[src/sv/tf3_pkg.sv]
package tf3_pkg;

  localparam int MAX_WIDTH_DEF = 1024;
  localparam int HEIGHT_MAX    = 4096;
  localparam int MIN_DIM       = 3;
  localparam int BORDER        = 2;

  localparam int PIX_W      = 8;
  localparam int WGT_W      = 8;
  localparam int ROW_WGT_W  = 3 * WGT_W;
  localparam int SCALE_W    = 24;
  localparam int OFFSET_W   = 11;
  localparam int IMG_W_W    = 11;
  localparam int IMG_H_W    = 13;
  localparam int ROW_W      = 12;
  localparam int CFG_DATA_W = 24;
  localparam int CFG_IDX_W  = 3;

  localparam int TAP_NUM    = 9;
  localparam int TAP_W      = 4;
  localparam int MPROD_W    = WGT_W + PIX_W + 1;
  localparam int ACC_W      = 20;
  localparam int PROD_W     = ACC_W + SCALE_W;
  localparam int SUM_W      = PROD_W + 1;
  localparam int FRAC_BITS  = 16;
  localparam int ROUND_HALF = 32768;
  localparam int PIX_MAX    = 255;

  typedef enum logic [CFG_IDX_W-1:0] {
    REG_WEIGHTS_TOP    = 3'd0,
    REG_WEIGHTS_MIDDLE = 3'd1,
    REG_WEIGHTS_BOTTOM = 3'd2,
    REG_SCALE_FACTOR   = 3'd3,
    REG_OFFSET         = 3'd4,
    REG_FILTER_MODE    = 3'd5,
    REG_IMAGE_WIDTH    = 3'd6,
    REG_IMAGE_HEIGHT   = 3'd7
  } cfg_reg_t;

  typedef struct packed {
    logic [ROW_WGT_W-1:0]       w_top;
    logic [ROW_WGT_W-1:0]       w_mid;
    logic [ROW_WGT_W-1:0]       w_bot;
    logic signed [SCALE_W-1:0]  scale;
    logic signed [OFFSET_W-1:0] offset;
    logic                       bright_mode;
    logic [IMG_W_W-1:0]         img_width;
    logic [IMG_H_W-1:0]         img_height;
  } cfg_t;

  // Commands from the controller to the datapath.
  typedef struct packed {
    logic             rd_en;
    logic             mac_en;
    logic [TAP_W-1:0] tap;
    logic             scale_en;
    logic             offs_en;
    logic             finish;
  } cmd_t;

endpackage

[src/sv/tf3_ctrl.sv]
module tf3_ctrl (
  input  logic           clk,
  input  logic           rst_n,
  input  logic           in_valid,
  output logic           in_ready,
  output logic           out_valid,
  input  logic           out_ready,
  output tf3_pkg::cmd_t  cmd
);
  import tf3_pkg::*;

  typedef enum logic [2:0] {
    ST_IDLE,
    ST_MAC,
    ST_SCALE,
    ST_OFFS,
    ST_FIN
  } state_t;

  state_t           state_r, state_nxt;
  logic [TAP_W-1:0] tap_r, tap_nxt;
  logic             out_valid_r, out_valid_nxt;
  logic             accept;
  logic             load_out;

  assign in_ready  = (state_r == ST_IDLE);
  assign out_valid = out_valid_r;
  assign accept    = in_valid && in_ready;
  // The result register is free when empty or being drained in this cycle.
  assign load_out  = (state_r == ST_FIN) && (!out_valid_r || out_ready);

  always_comb begin
    cmd          = '0;
    cmd.rd_en    = accept;
    cmd.mac_en   = (state_r == ST_MAC);
    cmd.tap      = tap_r;
    cmd.scale_en = (state_r == ST_SCALE);
    cmd.offs_en  = (state_r == ST_OFFS);
    cmd.finish   = load_out;
  end

  always_comb begin
    state_nxt = state_r;
    tap_nxt   = tap_r;
    unique case (state_r)
      ST_IDLE: begin
        tap_nxt = '0;
        if (accept) begin
          state_nxt = ST_MAC;
        end
      end
      ST_MAC: begin
        tap_nxt = tap_r + TAP_W'(1);
        if (tap_r == TAP_W'(TAP_NUM - 1)) begin
          state_nxt = ST_SCALE;
        end
      end
      ST_SCALE: state_nxt = ST_OFFS;
      ST_OFFS:  state_nxt = ST_FIN;
      ST_FIN: begin
        if (load_out) begin
          state_nxt = ST_IDLE;
        end
      end
      default: state_nxt = ST_IDLE;
    endcase

    if (load_out) begin
      out_valid_nxt = 1'b1;
    end else if (out_ready) begin
      out_valid_nxt = 1'b0;
    end else begin
      out_valid_nxt = out_valid_r;
    end
  end

  always_ff @(posedge clk) begin
    if (!rst_n) begin
      state_r     <= ST_IDLE;
      tap_r       <= '0;
      out_valid_r <= 1'b0;
    end else begin
      state_r     <= state_nxt;
      tap_r       <= tap_nxt;
      out_valid_r <= out_valid_nxt;
    end
  end

endmodule

[config.mk]
export PLATFORM = sky130hd
export DESIGN_NAME = tf3_ctrl
export DESIGN_NICKNAME = d
export VERILOG_FILES = /design/src/sv/tf3_pkg.sv /design/src/sv/tf3_ctrl.sv
export SDC_FILE = /design/constraint.sdc
export NUM_CORES = 1
export LEC_CHECK = 0
export BUFFER_PORTS_ARGS = -buffer_cell sky130_fd_sc_hd__buf_2
export CORE_AREA = 2 2 39 41
export DETAILED_ROUTE_END_ITERATION = 8
export DIE_AREA = 0 0 41 43
export GPL_TIMING_DRIVEN = 0
export PLACE_DENSITY = 0.54
export SLEW_MARGIN = 20
export SYNTH_ARGS = -nofsm -noshare
export SYNTH_HDL_FRONTEND = slang
export SYNTH_SLANG_ARGS = --single-unit
[constraint.sdc]
create_clock -name clk -period 1.7 [get_ports clk]
set_clock_uncertainty 0.1 [all_clocks]
set_input_delay 0.17 -clock clk [delete_from_list [all_inputs] [get_ports clk]]
set_output_delay 0.17 -clock clk [all_outputs]
set_load 0.1 [all_outputs]
==> results.json <==
{
  "status": "finished, final reports clean",
  "synth_area_leaders": "dfxtp_1 (37%), a21oi_1 (5.7%), ha_1 (5.7%)",
  "grtUsageTotal": 0.109,
  "wl_per_cell_um": 9.76,
  "portBuffers": 14,
  "area_growth_pct": 44.3,
  "place_ws_ns": -0.0208,
  "insertion_delay_ns": 0.25,
  "vias": 412,
  "p_per_area_nw_per_um2": 735,
  "htreeDepth": 1,
  "synth_xor_xnor_area_share": 0,
  "synth-simple-area-share": 0.357,
  "fin_crit_sh": 0.965,
  "post_cts_buffers": 0,
  "syn_nets": 61,
  "numCtsBuffers": 3,
  "clock-root-buffer": "clkbuf_4",
  "drive_gt1_frac": 0.458,
  "finalMaxSlewViolations": 0,
  "grt_max_degree": 11,
  "max-vdd-ir-drop_uv": 251,
  "synth_most_common_cell": "dfxtp_1",
  "met3_usage": 0.0314,
  "synthMuxAreaShare": 0,
  "globalRouteOverflowTotal": 0,
  "rows": 14,
  "cts_buffer_depth": 2,
  "die_w_um": 41,
  "synth_adder_area_share": 0.0571,
  "grt-busiest-layer": "met2",
  "rsz0062_at_grt": "no",
  "grt_pass1_vias": 328,
  "hpwl_um": 672,
  "start_util": 0.316,
  "synthArstFlopShare": 0,
  "cts_hold_buf": 0,
  "use_met1": 0.145,
  "worst_pin_slew_ns": 0.485,
  "nNetsFinal": 80,
  "yosys.area.top_type": "dfxtp_1",
  "cp-end-kind": "output pin",
  "worst-setup-path-type": "flip-flop to output pin",
  "hold_viol": 0,
  "syn_avg_cell_area_um2": 7.96,
  "vias_per_cell": 4.68,
  "post_synth_instance_area_um2": 438,
  "core_um2": 1380,
  "dr.pass1.iters": 3,
  "place_congestion": 0.741,
  "synth-main-ff-cell": "dfxtp_1",
  "grt_pass1_wl_um": 1290,
  "first_iter_violations": 6,
  "period_needed_ns": 1.64,
  "ys_seq_area_frac": 0.366,
  "die_area_um2": 1760,
  "critical_path.max_fanout": 10,
  "fmax_ghz": 0.610,
  "ys_types": 20,
  "synth_edf_count": 0,
  "synth.ff_latch_count": 8,
  "synth_compound_area_frac": 0.134,
  "synth_top_area_frac": 0.366,
  "routed_wl_um": 859,
  "clk_pin_slew_ns": 0.06,
  "synth_top_family_by_area": "simple AND/OR/NAND/NOR gates",
  "antenna_cells": 0,
  "whs_ns": 0.0626,
  "cts_tree": "done",
  "hold_path_class": "input pin to flip-flop",
  "antenna_found_initial": 0,
  "max-slew-margin-rel": 0.679,
  "timing.final.ws_setup_ns": 0.0594,
  "cp.arrival_ns": 1.37,
  "maxCapViolations": 0,
  "yosysWarnings": 0,
  "die_h_um": 43,
  "clock_sinks": 8,
  "cp.required_ns": 1.43,
  "setup.worst_path.start_class": "flip-flop",
  "grt_util_met2": 0.150,
  "drc_errors": 0,
  "syn-instance-count": 55,
  "synth_common_cells": "dfxtp_1 (8), nor2_1 (6), a21oi_1 (5)",
  "p_leak_uw": 0.000282,
  "ios": 15,
  "setup_viol": 0,
  "ant_nets": 0
}
layout make-up:
type,count,area (µm²)
well taps,16,20.0
flip-flops and latches,8,171
repair buffers,14,113
inverters,4,15.0
plain buffers,3,26.3
clock buffers,3,22.5
fillers,141,752
multi-input cells,40,264
registers in the layout (all words and copies together) (netlist names):
name       cells
tap_r          4
out_valid      1
state_r        3
critical path: stages, from the launching register on:
cell and delay (ns):
dfxtp_1 0.32, buf_6 0.14, or3b_4 0.41, inv_2 0.08, buf_12 0.17
worst paths after layout:
check / from / end / slack (ns) / depth (start not counted)
setup / recovery: state_r[0]$_SDFFE_PN0P_ / cmd[7] / 0.06 / 4
hold / removal: rst_n / tap_r[0]$_SDFFE_PN0P_ / 0.06 / 2
setup reg to reg: state_r[0]$_SDFFE_PN0P_ / tap_r[2]$_SDFFE_PN0P_ / 0.14 / 4
hold reg to reg: tap_r[1]$_SDFFE_PN0P_ / tap_r[1]$_SDFFE_PN0P_ / 0.38 / 2
report_power, final:
part	internal (µW)	switching (µW)	total (µW)
Sequential	190	3.41	194
Combinational	41.7	82.4	124
Clock	80.9	65.7	147
Total	313	152	464
layout by cell type (no fill, tap or decap), types with 2 or more instances in the layout:
cell type  instances
dfxtp_2            6
buf_12             2
nor2_1             4
ha_1               2
and2_1             2
o21ai_0            4
nand2b_1           2
clkbuf_4           3
buf_4              3
a21oi_1            5
nand3_1            3
or3b_1             2
nand2_1            3
nor2b_1            4
inv_1              3
buf_2             10
logic make-up (layout without fill, tap and decap cells):
family	Yosys count	count (layout)
simple gates	27	27
compound gates	11	11
flops	8	8
buf+inv	7	24
fa+ha+maj	2	2
per-layer routing:
layer | vias to the layer above | wire length (µm)
met1 | 184 | 406
met5 | - | 0
met4 | 0 | 11
met3 | 2 | 37
li1 | 218 | -
met2 | 8 | 404
per-stage QoR:
step | setup TNS (ns) | util | area, µm² | total power, µW | cells
final | 0 | 0.457 | 632 | 464 | 88
after global routing | 0 | 0.457 | 632 | 486 | 88
after CTS | -0.00684 | 0.437 | 604 | 464 | 88
after detailed placement | -0.0208 | 0.393 | 544 | 304 | 85
after global placement | -0.00989 | 0.393 | 544 | 304 | 85
after floorplan | -0.231 | - | 454 | 288 | 55
repair_timing:
item | 4_1_cts | 5_1_grt
endpoints found under the setup margin | 4 | 4
gates cloned | 0 | 0
gates resized for setup | 12 | 8
(Power assumes the default switching activity.)
