### src/sv/tf3_pkg.sv
package tf3_pkg;

  localparam int MAX_WIDTH_DEF = 1024;
  localparam int HEIGHT_MAX    = 4096;
  localparam int MIN_DIM       = 3;
  localparam int BORDER        = 2;

  localparam int PIX_W      = 8;
  localparam int WGT_W      = 8;
  localparam int ROW_WGT_W  = 3 * WGT_W;
  localparam int SCALE_W    = 24;
  localparam int OFFSET_W   = 11;
  localparam int IMG_W_W    = 11;
  localparam int IMG_H_W    = 13;
  localparam int ROW_W      = 12;
  localparam int CFG_DATA_W = 24;
  localparam int CFG_IDX_W  = 3;

  localparam int TAP_NUM    = 9;
  localparam int TAP_W      = 4;
  localparam int MPROD_W    = WGT_W + PIX_W + 1;
  localparam int ACC_W      = 20;
  localparam int PROD_W     = ACC_W + SCALE_W;
  localparam int SUM_W      = PROD_W + 1;
  localparam int FRAC_BITS  = 16;
  localparam int ROUND_HALF = 32768;
  localparam int PIX_MAX    = 255;

  typedef enum logic [CFG_IDX_W-1:0] {
    REG_WEIGHTS_TOP    = 3'd0,
    REG_WEIGHTS_MIDDLE = 3'd1,
    REG_WEIGHTS_BOTTOM = 3'd2,
    REG_SCALE_FACTOR   = 3'd3,
    REG_OFFSET         = 3'd4,
    REG_FILTER_MODE    = 3'd5,
    REG_IMAGE_WIDTH    = 3'd6,
    REG_IMAGE_HEIGHT   = 3'd7
  } cfg_reg_t;

  typedef struct packed {
    logic [ROW_WGT_W-1:0]       w_top;
    logic [ROW_WGT_W-1:0]       w_mid;
    logic [ROW_WGT_W-1:0]       w_bot;
    logic signed [SCALE_W-1:0]  scale;
    logic signed [OFFSET_W-1:0] offset;
    logic                       bright_mode;
    logic [IMG_W_W-1:0]         img_width;
    logic [IMG_H_W-1:0]         img_height;
  } cfg_t;

  // Commands from the controller to the datapath.
  typedef struct packed {
    logic             rd_en;
    logic             mac_en;
    logic [TAP_W-1:0] tap;
    logic             scale_en;
    logic             offs_en;
    logic             finish;
  } cmd_t;

endpackage

### src/sv/tf3_cfg.sv
module tf3_cfg (
  input  logic                             clk,
  input  logic                             rst_n,
  input  logic                             cfg_we,
  input  logic [tf3_pkg::CFG_IDX_W-1:0]    cfg_index,
  input  logic [tf3_pkg::CFG_DATA_W-1:0]   cfg_data,
  output tf3_pkg::cfg_t                    cfg
);
  import tf3_pkg::*;

  cfg_t     cfg_r;
  cfg_reg_t reg_sel;

  assign reg_sel = cfg_reg_t'(cfg_index);
  assign cfg     = cfg_r;

  always_ff @(posedge clk) begin
    if (!rst_n) begin
      cfg_r.w_top       <= ROW_WGT_W'(0);
      cfg_r.w_mid       <= ROW_WGT_W'(256);
      cfg_r.w_bot       <= ROW_WGT_W'(0);
      cfg_r.scale       <= -SCALE_W'(65536);
      cfg_r.offset      <= OFFSET_W'(255);
      cfg_r.bright_mode <= 1'b0;
      cfg_r.img_width   <= IMG_W_W'(640);
      cfg_r.img_height  <= IMG_H_W'(480);
    end else if (cfg_we) begin
      unique case (reg_sel)
        REG_WEIGHTS_TOP:    cfg_r.w_top       <= cfg_data[ROW_WGT_W-1:0];
        REG_WEIGHTS_MIDDLE: cfg_r.w_mid       <= cfg_data[ROW_WGT_W-1:0];
        REG_WEIGHTS_BOTTOM: cfg_r.w_bot       <= cfg_data[ROW_WGT_W-1:0];
        REG_SCALE_FACTOR:   cfg_r.scale       <= signed'(cfg_data[SCALE_W-1:0]);
        REG_OFFSET:         cfg_r.offset      <= signed'(cfg_data[OFFSET_W-1:0]);
        REG_FILTER_MODE:    cfg_r.bright_mode <= cfg_data[0];
        REG_IMAGE_WIDTH:    cfg_r.img_width   <= cfg_data[IMG_W_W-1:0];
        REG_IMAGE_HEIGHT:   cfg_r.img_height  <= cfg_data[IMG_H_W-1:0];
        default:            cfg_r             <= cfg_r;
      endcase
    end
  end

endmodule

### config.mk
export PLATFORM = sky130hd
export DESIGN_NAME = tf3_cfg
export DESIGN_NICKNAME = d
export VERILOG_FILES = /design/src/sv/tf3_pkg.sv /design/src/sv/tf3_cfg.sv
export SDC_FILE = /design/constraint.sdc
export NUM_CORES = 1
export LEC_CHECK = 0
export ABC_AREA = 1
export BUFFER_PORTS_ARGS = -buffer_cell sky130_fd_sc_hd__buf_2
export CAP_MARGIN = 40
export CORE_ASPECT_RATIO = 1.25
export CORE_MARGIN = 5
export CORE_UTILIZATION = 51
export CTS_CLUSTER_DIAMETER = 200
export CTS_CLUSTER_SIZE = 28
export DETAILED_ROUTE_END_ITERATION = 10
export GPL_TIMING_DRIVEN = 0
export PLACE_DENSITY = 0.86
export RECOVER_POWER = 25
export SKIP_CTS_REPAIR_TIMING = 1
export SYNTH_ARGS = -nofsm -noshare
export SYNTH_HDL_FRONTEND = slang
export SYNTH_SLANG_ARGS = --single-unit
export TNS_END_PERCENT = 20
### constraint.sdc
create_clock -name clk -period 0.9 [get_ports clk]
set_input_delay 0 -clock clk [delete_from_list [all_inputs] [get_ports clk]]
set_output_delay 0 -clock clk [all_outputs]
set_load 0.01 [all_outputs]
==> summary.txt, run 1 <==
Critical path
  – Worst path depth: 1
  – Worst setup startpoint: cfg[29]
  – R2R cell count: 2
  – Crit path max fanout: 2
  – Worst r2r src: cfg[33]
  – R2r setup slk: between 0.2 and 0.25 ns
  – Slowest cell on the critical path: dfxtp_1
  – Worst-path cell chain: buf_2
  – Capturing point of the worst reg2reg path: cfg[33]
  – CP arrival: roughly 0.90 ns
  – CP Capture Type: primary output
  – WS Path Type: reg -> out
  – Worst Path Required: 0.90 ns
  – Critical path buffer and inverter count: 1
  – Worst setup endpoint: cfg[29]
  – Max stage delay on crit path: ~0.34 ns
  – Crit path max-delay family: flip-flops
  – Critical Path Source Type: register

STA
  – Skew final: 0 ns
  – Post-layout min period: ~0.90 ns
  – Final Cycle Share: 1.00
  – Worst Tran Pin Value: a little over 0.5 ns
  – Setup WS post-layout: -0.00330 ns
  – Slew Viols, Final: 0
  – Final setup vio count: 1
  – FMAX: roughly 1.1 GHz
  – Fin Setup TNS: -0.00330 ns
  – Count of final hold-check violations: 0
  – Slew Limit Headroom: 0.661
  – RSZ-0062 raised after global routing: yes

Final layout
  – Area growth, synth to finish: 39.6%
  – Max FFs per register: roughly 130
  – Fraction of layout cells with a size suffix above 1: 0.364
  – Ant diodes: 0
  – Layout Utilization: 0.727
  – Layout Nets: ~960
  – Commonest non-fill, non-tap cells in the layout: nor2_1 (220), nand2_1 (172), buf_2 (128), nand3_1 (123), dfxtp_2 (109)
  – Fin cells: approximately 1100
  – Fillers: 777
  – Most common cell after layout, fill and taps aside: nor2_1

Route
  – Drt drc: 0
  – DR WL/cell: roughly 16 um
  – DRT Wirelength: between 15000 and 20000 um
  – Pre-antenna DRT Iters: 5
  – DR iter-0 viols: approximately 430
  – Via Count: around 5600
  – Post-route antenna net violation count: 0
  – Vias per cell: around 5.2

Yosys
  – Xor/xnor share of the synthesized area: 0
  – Synth warnings: 0
  – Combinational family with the most area after synthesis: simple AND/OR/NAND/NOR gates
  – Cell count after synthesis: 734
  – Post-synth top area share: 0.504
  – Syn Nets: roughly 760
  – Avg Inst Size Synth: between 7 and 8 sq um
  – Library cells used by synthesis: 15
  – Synth Area in Compound Gates: 0.000955
  – Sequential fraction of the synthesis area: 0.504
  – Most area-hungry cell type in the Yosys netlist: dfxtp_1
  – Post-synthesis adder-cell area fraction: 0
  – Yosys reg bits: roughly 130
  – Mux cell area share after synthesis: 0
  – Post-Synthesis Cell Area: approximately 5200 sq um
  – Post-synthesis simple-gate area fraction: 0.418
  – Largest cells by area after synthesis: dfxtp_1 (50%), nor2_1 (16%), nand2_1 (12%)

Die
  – Io pins: around 160
  – Full die area: 12400 sq um
  – Row count: 41
  – Die Y: about 120 um
  – Starting Density: 0.521
  – Core ar.: approximately 10000 sq um
  – Die Width: approximately 100 um

Placement
  – Placer Congestion: around 0.86
  – DP Wirelength: around 12000 um
  – Setup WS pre-CTS: -0.347 ns
  – Port buffer count: 160
  – Placed insts: 1023

CTS
  – Clk root buf: clkbuf_16
  – # clock sinks: about 130
  – Clock-pin slew on the worst setup and hold paths: approximately 0.06 ns
  – Skew-Pair Late Insertion Delay: around 0.42 ns
  – H-Tree Depth: 4
  – CTS Buf Count: 17
  – CTS tree: yes
  – Clk buf depth: 2

Power and ir drop
  – Sw power: approximately 3.5 mW
  – Max VDD drop: around 1.4 mV
  – Leak: roughly 3.6 nW
  – Int Pwr: 11.2 mW
  – Flop pwr share: 0.422
  – Gate power share: 0.106
  – Pwr Total: ~15 mW
  – Clock share of power: 0.472
  – Pwr dens: approximately 2000 nW/um^2
  – Sw Share: 0.236

Min path
  – Hold Crit Class: in -> reg

Flow run
  – Max cap viols: 0

Global routing
  – First-pass GRT wire length: approximately 25000 um
  – Global Route Usage Sum: 0.263
  – Antenna violations before repair: 0
  – Largest net degree at the start of global routing: 17
  – GRT Residual Overflow: 0
  – Vias in the first global route: 5003

Outcome
  – Failing checks: setup timing
  – Status: finished, violations left
-- how the worst min path moves through the flow --
| stage | to | startpoint | depth (start not counted) |
|---|---|---|---|
| 6_report | cfg[98] | cfg_data[14] | 5 |
| 5_1_grt | cfg[122] | cfg_data[14] | 5 |
| 4_1_cts | cfg[27] | cfg_data[2] | 3 |
| 3_5_place_dp | cfg[27] | cfg_data[2] | 3 |
| 3_3_place_gp | cfg[27] | cfg_data[2] | 3 |
| 2_1_floorplan | cfg[25] | cfg_data[0] | 2 |
-- kinds of logic after synthesis --
group | count (synthesis)
flip-flops | 132
AO/OA/AOI/OAI | 1
AND/OR/NAND/NOR | 525
buffers and inverters | 76
-- power groups by stage --
| stage | sequential (mW) | combinational [mW] | clock, mW |
|---|---|---|---|
| 6_report | 6.21 | 1.56 | 6.95 |
| 5_1_grt | 6.23 | 1.71 | 7.20 |
| 4_1_cts | 6.16 | 1.41 | 6.94 |
| 3_5_place_dp | 6.28 | 1.40 | 0 |
| 3_3_place_gp | 6.27 | 1.38 | 0 |
| 2_1_floorplan | 6.37 | 0.757 | 0 |
-- worst min-delay path: stages --
cell	delay, ns
buf_2	0.08
inv_1	0.10
nand3_1	0.11
nand2_1	0.04
nor2_1	0.07
-- per-layer routing --
layer / part of all wire / routed length, um / global-route usage
met5: 0 / 0 / 0
met4: 0.048 / 835 / 0.136
met3: 0.096 / 1660 / 0.0886
met2: 0.49 / 8510 / 0.432
met1: 0.37 / 6330 / 0.304
-- final cells by class --
class / instances / area [sq um] / share of cell area
plain buffers: 45 / 277 / 0.0378
clock buffers: 27 / 533 / 0.0729
clock inverters: 3 / 65.1 / 0.00889
inverters: 31 / 116 / 0.0159
multi-input cells: 526 / 2180 / 0.298
flip-flops and latches: 132 / 2780 / 0.380
well taps: 129 / 161 / 0.0221
repair buffers: 178 / 1200 / 0.165
-- through the flow --
stage | hold slack (ns) | instance area [sq um]
after floorplan | 0.113 | 5240
after global placement | 0.214 | 6200
after detailed placement | 0.226 | 6200
after CTS | -0.214 | 6800
after global routing | 0.0374 | 7310
final | 0.0129 | 7310
-- synth_stat cells --
cell type	number
nor2_1	219
nand2_1	170
dfxtp_1	132
nand3_1	123
inv_1	26
buf_4	17
buf_2	10
clkbuf_1	7
nor2_4	7
buf_1	6
buf_6	5
inv_2	5
nand2_2	4
nor2_2	2
a21oi_1	1
Note: power is estimated with default switching activity, not from simulation.
==> run 2, diff against run 1 <==
Settings changed: CORE_UTILIZATION 51 to 30, PLACE_DENSITY 0.86 to 0.58.
==> summary.txt, run 2 (same netlist as run 1, synthesis figures left out) <==
Critical path
  – Worst Path Required: ~0.90 ns
  – Worst-path cell chain: buf_2
  – Crit path max fanout: 2
  – Crit path max-delay family: flip-flops
  – CP Capture Type: primary output
  – R2r setup slk: roughly 0.19 ns
  – R2R cell count: 3
  – Critical path buffer and inverter count: 1
  – Max stage delay on crit path: roughly 0.33 ns
  – Worst setup startpoint: cfg[106]
  – CP arrival: between 0.8 and 0.9 ns
  – Worst r2r src: cfg[51]
  – Capturing point of the worst reg2reg path: cfg[51]
  – WS Path Type: reg -> out
  – Critical Path Source Type: register
  – Slowest cell on the critical path: dfxtp_2

CTS
  – CTS tree: yes
  – # clock sinks: roughly 130
  – Clock-pin slew on the worst setup and hold paths: 0.06 ns
  – Clk root buf: clkbuf_16
  – Skew-Pair Late Insertion Delay: roughly 0.42 ns
  – H-Tree Depth: 4
  – Clk buf depth: 2
  – CTS Buf Count: 17

Global routing
  – Antenna violations before repair: 1
  – Largest net degree at the start of global routing: 17
  – Vias in the first global route: 4849
  – Global Route Usage Sum: 0.181
  – First-pass GRT wire length: 27600 um
  – GRT Residual Overflow: 0

Route
  – DR WL/cell: roughly 16 um
  – DRT Wirelength: about 19000 um
  – DR iter-0 viols: between 200 and 300
  – Via Count: 5308
  – Drt drc: 0
  – Vias per cell: between 4 and 5
  – Pre-antenna DRT Iters: 4
  – Post-route antenna net violation count: 0

Die
  – Core ar.: 17300 sq um
  – Die Y: 158 um
  – Full die area: 20200 sq um
  – Io pins: 162
  – Die Width: approximately 130 um
  – Row count: 54
  – Starting Density: 0.303

Min path
  – Hold Crit Class: in -> reg
  – Hold Path Sink: cfg[50]
  – Hold path startpoint: cfg_data[14]
  – Hold path depth: 5

Final layout
  – Layout Nets: 962
  – Commonest non-fill, non-tap cells in the layout: nor2_1 (219), nand2_1 (170), nand3_1 (123), dfxtp_2 (122), buf_6 (93)
  – Most common cell after layout, fill and taps aside: nor2_1
  – Layout Utilization: 0.451
  – Final instance area: between 7000 and 8000 sq um
  – Max FFs per register: roughly 130
  – Fin cells: approximately 1200
  – Footprint of the multi-input gates: between 2000 and 2500 sq um
  – Area growth, synth to finish: 48.9%
  – FF/Latch Area: ~2800 sq um
  – Fraction of layout cells with a size suffix above 1: 0.385
  – Fillers: roughly 1800

Power and ir drop
  – Max VDD drop: ~1.3 mV
  – Gate power share: 0.114
  – Flop pwr share: 0.423
  – Sw power: about 3.7 mW
  – Pwr dens: ~1900 nW/um^2
  – Sw Share: 0.249
  – Pwr Total: ~15 mW
  – Int Pwr: 11.0 mW
  – Leak: about 3.6 nW
  – Clock share of power: 0.463

Placement
  – Placed insts: around 1100
  – Port buffer count: 160
  – Area after DPL: about 6300 sq um
  – Placer Congestion: around 0.78
  – DP Wirelength: about 13000 um
  – Setup WS pre-CTS: -0.407 ns

STA
  – Worst Tran Pin Value: about 0.55 ns
  – Slew Viols, Final: 0
  – Fin Setup TNS: 0 ns
  – Count of final hold-check violations: 0
  – Setup WS post-layout: 0.0140 ns
  – RSZ-0062 raised after global routing: yes
  – Slew Limit Headroom: 0.636
  – Skew final: 0 ns
  – Final setup vio count: 0
  – FMAX: roughly 1.1 GHz
  – Post-layout min period: 0.886 ns
  – Final Cycle Share: 0.984
  – Hold Slack: 0.0124 ns

Flow run
  – Max cap viols: 0

Outcome
  – Status: finished, final reports clean
-- run 2: cell types whose count changed in the layout (fill, tap and decap cells not counted), moves of 3 or more --
cell and change:
dfxtp_1 -13, clkbuf_8 -4, nor2_4 +3, buf_2 -47, clkbuf_1 -3, buf_6 +55
clkinv_2 +3, clkbuf_2 -4, dfxtp_2 +13
-- run 2: power groups by stage --
| stage | combinational [mW] | clock (mW) | sequential, mW |
|---|---|---|---|
| global placement | 1.46 | 0 | 6.28 |
| global route | 1.85 | 7.23 | 6.24 |
| floorplan | 0.757 | 0 | 6.37 |
| detailed placement | 1.46 | 0 | 6.28 |
| finish | 1.68 | 6.81 | 6.23 |
| CTS | 1.47 | 6.94 | 6.16 |
-- run 2: final cells by class --
class / instances / share of cell area
antenna: 1 / 0.000321
buffer: 45 / 0.0364
clock buffer: 22 / 0.0608
clock inverter: 9 / 0.0133
inverter: 31 / 0.0149
multi-input combinational: 526 / 0.282
sequential: 132 / 0.358
tap: 224 / 0.0359
timing repair buffer: 179 / 0.198
-- run 2: worst max-delay path by stage --
stage / to / slack [ns] / cells after the start
5_1_grt: cfg[74] / -0.04 / 7
3_3_place_gp: cfg[111] / -0.40 / 6
2_1_floorplan: cfg[92] / 0.12 / 6
6_report: cfg[106] / 0.01 / 1
4_1_cts: cfg[127] / -0.06 / 1
3_5_place_dp: cfg[109] / -0.41 / 7
-- run 2: per-layer routing --
| layer | vias to the layer above | GRT usage | share of wire |
|---|---|---|---|
| met5 | - | 0 | 0.00043 |
| met4 | 2 | 0.0708 | 0.028 |
| met2 | 136 | 0.305 | 0.50 |
| met3 | 31 | 0.0496 | 0.053 |
| met1 | 2456 | 0.218 | 0.42 |
| li1 | 2683 | - | - |
